**config.mk**
```make
export PLATFORM = sky130hd
export DESIGN_NAME = small_set_table_core_flat
export DESIGN_NICKNAME = d
export VERILOG_FILES = /design/src/hdl/sst_pkg.sv /design/src/hdl/sst_if.sv /design/src/hdl/sst_cell.sv /design/src/hdl/small_set_table_core.sv /design/src/flat_wrapper.sv
export SDC_FILE = /design/constraint.sdc
export NUM_CORES = 1
export LEC_CHECK = 0
export CAP_MARGIN = 20
export CORE_UTILIZATION = 65
export CTS_BUF_LIST = sky130_fd_sc_hd__clkbuf_16
export DETAILED_ROUTE_END_ITERATION = 7
export DONT_BUFFER_PORTS = 1
export HOLD_SLACK_MARGIN = 0.06
export PLACE_DENSITY = 0.93
export SYNTH_ARGS = -nofsm -noshare
export SYNTH_HDL_FRONTEND = slang
export SYNTH_SLANG_ARGS = --single-unit
```
**constraint.sdc**
```tcl
create_clock -name clk -period 5.5 [get_ports clk]
set_input_delay 0.275 -clock clk [delete_from_list [all_inputs] [get_ports clk]]
set_output_delay 0.275 -clock clk [all_outputs]
set_load 0.03 [all_outputs]
```
**src/hdl/sst_pkg.sv**
```systemverilog
// Shared types and constants for the small set table.
// No dependencies; the interfaces, the cell and the core use this package.
package sst_pkg;

    // Operation codes carried in the request beat. The unused code acts as a query.
    localparam logic [1:0] OP_ADD    = 2'd0;
    localparam logic [1:0] OP_REMOVE = 2'd1;
    localparam logic [1:0] OP_QUERY  = 2'd2;

    // Field widths fixed by the request and response formats.
    localparam int OPCODE_W = 2;
    localparam int VALUE_W  = 32;
    localparam int COUNT_W  = 5;

    // Command broadcast from the core to every cell for the current beat.
    typedef struct packed {
        logic remove;   // remove beat: cells at or after the match take their neighbor
        logic append;   // add beat that stores the value at the tail
    } sst_cmd_t;

    // Per-cell position relative to the fill count.
    typedef struct packed {
        logic occupied; // cell index below the fill count
        logic tail;     // cell index equal to the fill count
    } sst_pos_t;

endpackage

```
**src/hdl/sst_if.sv**
```systemverilog
// Valid/ready channel interfaces for the small set table.
// Depends on sst_pkg for the field widths.
interface sst_req_if;
    logic                              valid;
    logic                              ready;
    logic [sst_pkg::OPCODE_W-1:0]      opcode;
    logic signed [sst_pkg::VALUE_W-1:0] value;

    modport source (output valid, output opcode, output value, input ready);
    modport sink   (input valid, input opcode, input value, output ready);
endinterface

interface sst_rsp_if;
    logic                         valid;
    logic                         ready;
    logic                         found;
    logic                         status;
    logic [sst_pkg::COUNT_W-1:0]  count;

    modport source (output valid, output found, output status, output count, input ready);
    modport sink   (input valid, input found, input status, input count, output ready);
endinterface

```
**src/hdl/sst_cell.sv**
```systemverilog
// One slot of the set table: holds an entry, compares it with the key and
// passes the remove-shift flag to the next cell. Depends on sst_pkg.
module sst_cell
(
    input  logic                          clk,
    input  logic                          load,
    input  logic [sst_pkg::VALUE_W-1:0]   key,
    input  logic [sst_pkg::VALUE_W-1:0]   upper_entry,
    input  sst_pkg::sst_cmd_t             cmd,
    input  sst_pkg::sst_pos_t             pos,
    input  logic                          shift_in,
    output logic                          shift_out,
    output logic [sst_pkg::VALUE_W-1:0]   entry
);

    logic [sst_pkg::VALUE_W-1:0] entry_reg;
    logic [sst_pkg::VALUE_W-1:0] entry_next;
    logic                        match;

    // An occupied entry equal to the key is a hit; the flag stays set for every later cell.
    assign match     = pos.occupied && (entry_reg == key);
    assign shift_out = shift_in || match;

    // On a remove, this cell and all cells after the hit take the upper neighbor.
    // On an append, the tail cell takes the key.
    always_comb
    begin
        entry_next = entry_reg;
        if (cmd.remove && shift_out)
        begin
            entry_next = upper_entry;
        end
        else if (cmd.append && pos.tail)
        begin
            entry_next = key;
        end
    end

    // Entry storage needs no reset; only occupied cells are ever compared.
    always_ff @(posedge clk)
    begin
        if (load)
        begin
            entry_reg <= entry_next;
        end
    end

    assign entry = entry_reg;

endmodule

```
**src/hdl/small_set_table_core.sv**
```systemverilog
// Top level of the small set table: a row of cells plus the fill count and
// the response register. Depends on sst_pkg, sst_if and sst_cell.
//
// Usage:
//   req carries one operation per beat: opcode (add, remove, query) and a
//   32-bit value. rsp returns exactly one beat per request: found (value was
//   in the set before), status (1 when an add was dropped on a full set) and
//   count (entries held afterward, low 5 bits).
//   Latency: the response is valid in the cycle after the request beat.
//   Throughput: one request per cycle while rsp is not stalled. All cells
//   compare the key at once, and the hit flag ripples down the row so a remove
//   shifts later cells in the same cycle; the single response register sets the rate.
//   Stalls: while rsp holds an untaken beat, req.ready is low; it is high
//   again in the cycle the response is taken, so no cycle is lost.
//   Reset: rst_n (asynchronous, active low) empties the set and drops any
//   pending response. No clearing pass is needed: cells above the fill count
//   are never compared.
module small_set_table_core
#(
    parameter int CAPACITY = 16
)
(
    input  logic       clk,
    input  logic       rst_n,
    sst_req_if.sink    req,
    sst_rsp_if.source  rsp
);

    localparam int HELD_W = $clog2(CAPACITY + 1);

    logic [HELD_W-1:0]                 held_reg;
    logic [HELD_W-1:0]                 held_next;
    logic                              rsp_valid_reg;
    logic                              found_reg;
    logic                              status_reg;
    logic [sst_pkg::COUNT_W-1:0]       count_reg;

    logic                              accept;
    logic                              is_add;
    logic                              is_remove;
    logic                              full;
    logic                              found;
    logic                              dropped;
    sst_pkg::sst_cmd_t                 cmd;
    logic [CAPACITY:0]                 shift_chain;
    logic [sst_pkg::VALUE_W-1:0]       entry_w [CAPACITY];
    logic [31:0]                       held_ext;

    // Accept while the response register is empty or being drained.
    assign req.ready = !rsp_valid_reg || rsp.ready;
    assign accept    = req.valid && req.ready;

    // Decode the operation; any other code is a query.
    assign is_add    = (req.opcode == sst_pkg::OP_ADD);
    assign is_remove = (req.opcode == sst_pkg::OP_REMOVE);
    assign full      = (held_reg == HELD_W'(CAPACITY));
    assign found     = shift_chain[CAPACITY];
    assign dropped   = is_add && !found && full;

    assign cmd.remove = is_remove && found;
    assign cmd.append = is_add && !found && !full;

    // Row of cells; the hit flag enters at cell zero and leaves at the far end.
    assign shift_chain[0] = 1'b0;

    for (genvar i = 0; i < CAPACITY; i++)
    begin : g_cell
        sst_pkg::sst_pos_t           pos;
        logic [sst_pkg::VALUE_W-1:0] upper;

        assign pos.occupied = (HELD_W'(i) < held_reg);
        assign pos.tail     = (HELD_W'(i) == held_reg);

        if (i == CAPACITY - 1)
        begin : g_last
            assign upper = entry_w[i];
        end
        else
        begin : g_inner
            assign upper = entry_w[i + 1];
        end

        sst_cell u_cell
        (
            .clk         (clk),
            .load        (accept),
            .key         (req.value),
            .upper_entry (upper),
            .cmd         (cmd),
            .pos         (pos),
            .shift_in    (shift_chain[i]),
            .shift_out   (shift_chain[i + 1]),
            .entry       (entry_w[i])
        );
    end

    // Fill count after this beat.
    always_comb
    begin
        held_next = held_reg;
        if (cmd.append)
        begin
            held_next = held_reg + HELD_W'(1);
        end
        else if (cmd.remove)
        begin
            held_next = held_reg - HELD_W'(1);
        end
    end

    assign held_ext = 32'(held_next);

    // Fill count and response valid.
    always_ff @(posedge clk or negedge rst_n)
    begin
        if (!rst_n)
        begin
            held_reg      <= '0;
            rsp_valid_reg <= 1'b0;
        end
        else
        begin
            if (accept)
            begin
                held_reg <= held_next;
            end
            if (accept)
            begin
                rsp_valid_reg <= 1'b1;
            end
            else if (rsp.ready)
            begin
                rsp_valid_reg <= 1'b0;
            end
        end
    end

    // Response payload, loaded with each accepted beat.
    always_ff @(posedge clk)
    begin
        if (accept)
        begin
            found_reg  <= found;
            status_reg <= dropped;
            count_reg  <= held_ext[sst_pkg::COUNT_W-1:0];
        end
    end

    assign rsp.valid  = rsp_valid_reg;
    assign rsp.found  = found_reg;
    assign rsp.status = status_reg;
    assign rsp.count  = count_reg;

    // The fill count never passes the capacity.
    a_held_bound: assert property (@(posedge clk) disable iff (!rst_n)
        held_reg <= HELD_W'(CAPACITY))
        else $error("fill count above capacity");

    // A response never reports both a hit and a dropped add.
    a_found_status: assert property (@(posedge clk) disable iff (!rst_n)
        rsp_valid_reg |-> !(found_reg && status_reg))
        else $error("found and dropped both set");

    // An accepted append grows the set by exactly one.
    a_append_count: assert property (@(posedge clk) disable iff (!rst_n)
        (accept && cmd.append) |=> (held_reg == $past(held_reg) + HELD_W'(1)))
        else $error("append did not grow the set by one");

    // A stalled response freezes the set contents' fill count.
    a_stall_hold: assert property (@(posedge clk) disable iff (!rst_n)
        (rsp_valid_reg && !rsp.ready) |=> $stable(held_reg))
        else $error("fill count changed during a stall");

endmodule

```
**src/flat_wrapper.sv**
```systemverilog
// flat-port wrapper written by rule: the top's interface ports become plain ports
module small_set_table_core_flat 
#(
    parameter int CAPACITY = 16
)
  (clk, rst_n, req_valid, req_opcode, req_value, req_ready, rsp_valid, rsp_found, rsp_status, rsp_count, rsp_ready);
  sst_req_if req_i ();
  sst_rsp_if rsp_i ();
  input  logic clk;
  input  logic rst_n;
  input wire logic [$bits(req_i.valid)-1:0] req_valid;
  input wire logic [$bits(req_i.opcode)-1:0] req_opcode;
  input wire logic [$bits(req_i.value)-1:0] req_value;
  output wire logic [$bits(req_i.ready)-1:0] req_ready;
  output wire logic [$bits(rsp_i.valid)-1:0] rsp_valid;
  output wire logic [$bits(rsp_i.found)-1:0] rsp_found;
  output wire logic [$bits(rsp_i.status)-1:0] rsp_status;
  output wire logic [$bits(rsp_i.count)-1:0] rsp_count;
  input wire logic [$bits(rsp_i.ready)-1:0] rsp_ready;
  assign req_i.valid = req_valid;
  assign req_i.opcode = req_opcode;
  assign req_i.value = req_value;
  assign req_ready = req_i.ready;
  assign rsp_valid = rsp_i.valid;
  assign rsp_found = rsp_i.found;
  assign rsp_status = rsp_i.status;
  assign rsp_count = rsp_i.count;
  assign rsp_i.ready = rsp_ready;
  small_set_table_core #(.CAPACITY(CAPACITY)) u_core (.clk(clk), .rst_n(rst_n), .req(req_i), .rsp(rsp_i));
endmodule
```
==> summary.md <==
| Metric | Value |
|---|---|
| CP bufs+invs | 0 |
| Mapped Cells | about 2,300 |
| Clock Latency Late Sink | ~0.64 ns |
| CP max stage delay | ~0.86 ns |
| Vias in the first global route | about 21,000 |
| Clock buffer depth | 3 |
| Initial antenna violation count | 6 |
| Routed wire length | 107,000 um |
| DP HPWL | 56,600 um |
| Startpoint types | flip-flop |
| Post-layout min period | around 4.7 ns |
| CTS tree | yes |
| Synth Area per Inst | 13.6 um^2 |
| Slew headroom | 0.138 |
| Slew Viols, Final | 0 |
| Final worst slack | 0.796 ns |
| Synthesized flop and latch total | 525 |
| Area Overhead vs Synth | 7.18% |
| Async SR Flop Fraction | 0.0114 |
| Die width | 220 um |
| Fin cells | between 2,000 and 3,000 |
| Starting DRT DRC Count | 3,709 |
| P_leak | about 10 nW |
| Final period util | 0.855 |
| Hold buffers post-CTS | between 50 and 60 |
| Synth area leader | edfxtp_1 |
| Pin count of the biggest net entering global routing | 34 |
| Worst path slowest cell | a21oi_4 |
| Layout cells sized above 1 | 0.288 |
| Synthesized Nets | 2,323 |
| Clk sinks | around 530 |
| # setup viols final | 0 |
| # IOs | 47 |
| Max cap viols | 0 |
| Port bufs | 0 |
| CP cell instances | nand2_1 > a2111oi_0 > and3_1 > and4_1 > nor4_1 > nand4_2 > nor2_1 > nand4b_1 > a21oi_4 |
| Vias post-DR | 21,700 |
| Number of flops mapped to enable cells by yosys | 519 |
| Cts repair resizes | 0 |
| CP Capture Type | flip-flop |
| Gp weighted congestion | 1.05 |
| Placement Rows | 79 |
| Die Ht | 220 um |
| Synth unique cells | between 70 and 80 |
| CTS Buf Count | 55 |
| WL per Instance | between 30 and 40 um |
| Crit path max-delay family | simple AND/OR/NAND/NOR gates |
| Max reg flops | 512 |
| Initial Util | 0.661 |
| PD cells | about 290 nW/um^2 |
| Syn. warnings | 0 |
| GRT Overall Usage | 0.438 |
| Required time worst endpoint | 5.73 ns |
| Vias per cell | 7.47 |
| Worst hold path class | input pin to flip-flop |
| Dpl ws | between 0.9 and 1 ns |
| Final nets | 2,288 |
| Remaining Overflow, GRT | 0 |
| TNS Setup | 0 ns |
| Core Box Area | 46,800 um^2 |
| DRC viols | 8 |
| Layout Skew | 0.0357 ns |
| Top_reg_cell synth | edfxtp_1 |
| Crit Path Max Fanout | 32 |
| Drt pass-1 iters | 8 |
| CTS clock-pin slew for the worst setup and hold paths | approximately 0.060 ns |
| Failing checks | design-rule violations |
| Root Driver | clkbuf_16 |
| Die area | 48,400 um^2 |
| Top-area cell type share of the netlist area | 0.504 |
| Placed insts | 2,735 |
| H-tree depth | 2 |
| Worst-Margin Slew | 1.29 ns |
| F_max | 213 MHz |
| RSZ-0062 raised after global routing | false |
| Crit path DAT | 4.94 ns |
| Critical path class | flip-flop to flip-flop |
| Register area share after synthesis | 0.509 |
| # Post-CTS Setup Buffers | 0 |
| Synth top area cells | edfxtp_1 (50%), mux2_2 (16%), xnor2_1 (9.9%) |
| Fin. Hold Viols | 0 |
| Routed Antenna Nets | 0 |
| Worst R2R Setup Slack | between 0.7 and 0.8 ns |
| Run status | finished with violations |
| Mapped Area | 30,900 um^2 |
| VDD IR max | 0.000242 V |
| First-pass GRT wire length | between 100,000 and 150,000 um |
## worst reg2reg max path: stages (launching register included)
cell	delay [ns]
dfrtp_1	0.58
nand2_1	0.27
a2111oi_0	0.23
and3_1	0.26
and4_1	0.20
nor4_1	0.78
nand4_2	0.41
nor2_1	0.46
nand4b_1	0.24
a21oi_4	0.86
## final timing paths
kind,start,end,cells after the start
setup reg to reg,u_core.held_reg[1]$_DFFE_PN0P_,u_core.g_cell[10].u_cell.entry[15]$_DFFE_PP_,9
min in group asynchronous,rst_n,u_core.rsp.valid$_DFFE_PN0P_,2
hold / removal,req_opcode[1],u_core.rsp.status$_DFFE_PP_,3
max in group asynchronous,rst_n,u_core.held_reg[1]$_DFFE_PN0P_,2
setup / recovery,u_core.held_reg[1]$_DFFE_PN0P_,u_core.g_cell[10].u_cell.entry[15]$_DFFE_PP_,9
hold reg to reg,u_core.g_cell[8].u_cell.entry[19]$_DFFE_PP_,u_core.g_cell[7].u_cell.entry[19]$_DFFE_PP_,1
## stage by stage
step	area, um^2	util	hold WS, ns	power, W
finish	33100	0.709	0.0999	0.00956
global route	33100	0.708	0.124	0.00976
CTS	33100	0.708	0.0648	0.00949
detailed placement	30500	0.653	-0.0203	0.00568
global placement	30500	0.653	-0.0202	0.00566
floorplan	30900	-	-0.0206	0.00554
## area by class of cell
| type | count | area, um^2 |
|---|---|---|
| well taps | 607 | 759 |
| repair buffers | 95 | 1090 |
| clock inverters | 46 | 322 |
| flip-flops and latches | 525 | 15700 |
| diodes | 3 | 7.51 |
| clock buffers | 57 | 1430 |
| fillers | 3020 | 13600 |
| inverters | 5 | 18.8 |
| multi-input cells | 1563 | 13800 |
## routing by layer
metal | global-route usage | up-vias | share of wire
met1 | 0.527 | 10400 | 0.34
met2 | 0.650 | 2082 | 0.43
met4 | 0.320 | 6 | 0.085
met5 | 0 | - | 0.00038
met3 | 0.155 | 622 | 0.15
li1 | - | 8519 | -
## placed cells by master (no fill, tap or decap), types with 14 or more instances in the layout
cell type      synthesis  routed
edfxtp_1             519     519
mux2_2               447     447
xnor2_1              351     351
xor2_1               175     175
nand4_1              147     147
nor4_1                71      71
clkbuf_16              0      57
nand2_1               46      46
dlygate4sd3_1         30      36
buf_4                 38      35
nor3_1                34      34
nor2_1                40      31
mux2_4                30      30
nand3_1               26      26
buf_12                 5      22
clkinv_1               1      20
or4_1                 16      16
nand4b_1              16      16
or3_1                 14      14
## synth_stat cells, drive strengths merged (5+ instances only)
cell and n:
and4 8, or4 20, buf 108, nand3 27, clkbuf 49, dlygate4sd3 30
nand4 148, dfrtp 6, mux2 480, and3 12, o21ai 6, nor4 74
a21oi 15, a31oi 9, or3 18, nand4b 17, nor2 45, nor4b 11
o21a 5, nor3 34, nand2 46, nand2b 7, xor2 175, a2111oi 6
edfxtp 519, xnor2 351, ha 5
## report_power, final
group / switching (W) / leakage, nW / internal [W]
Sequential: 0.000152 / 4.74 / 0.00450
Clock: 0.00165 / 0.881 / 0.00206
Combinational: 0.000709 / 4.68 / 0.000500
## cells by family (layout without fill, tap and decap cells)
group                    count (synthesis)  in the layout  synth area share
AND/OR/NAND/NOR                        501            501             0.101
flip-flops                             525            525             0.509
buffers and inverters                  192            203            0.0483
XOR/XNOR                               526            526             0.149
AO/OA/AOI/OAI                           51             51            0.0122
multiplexers                           480            480             0.178
adder cells (fa/ha/maj)                  5              5           0.00202
other                                    0              3                 0
No activity file was read; power rests on OpenSTA's default activity.
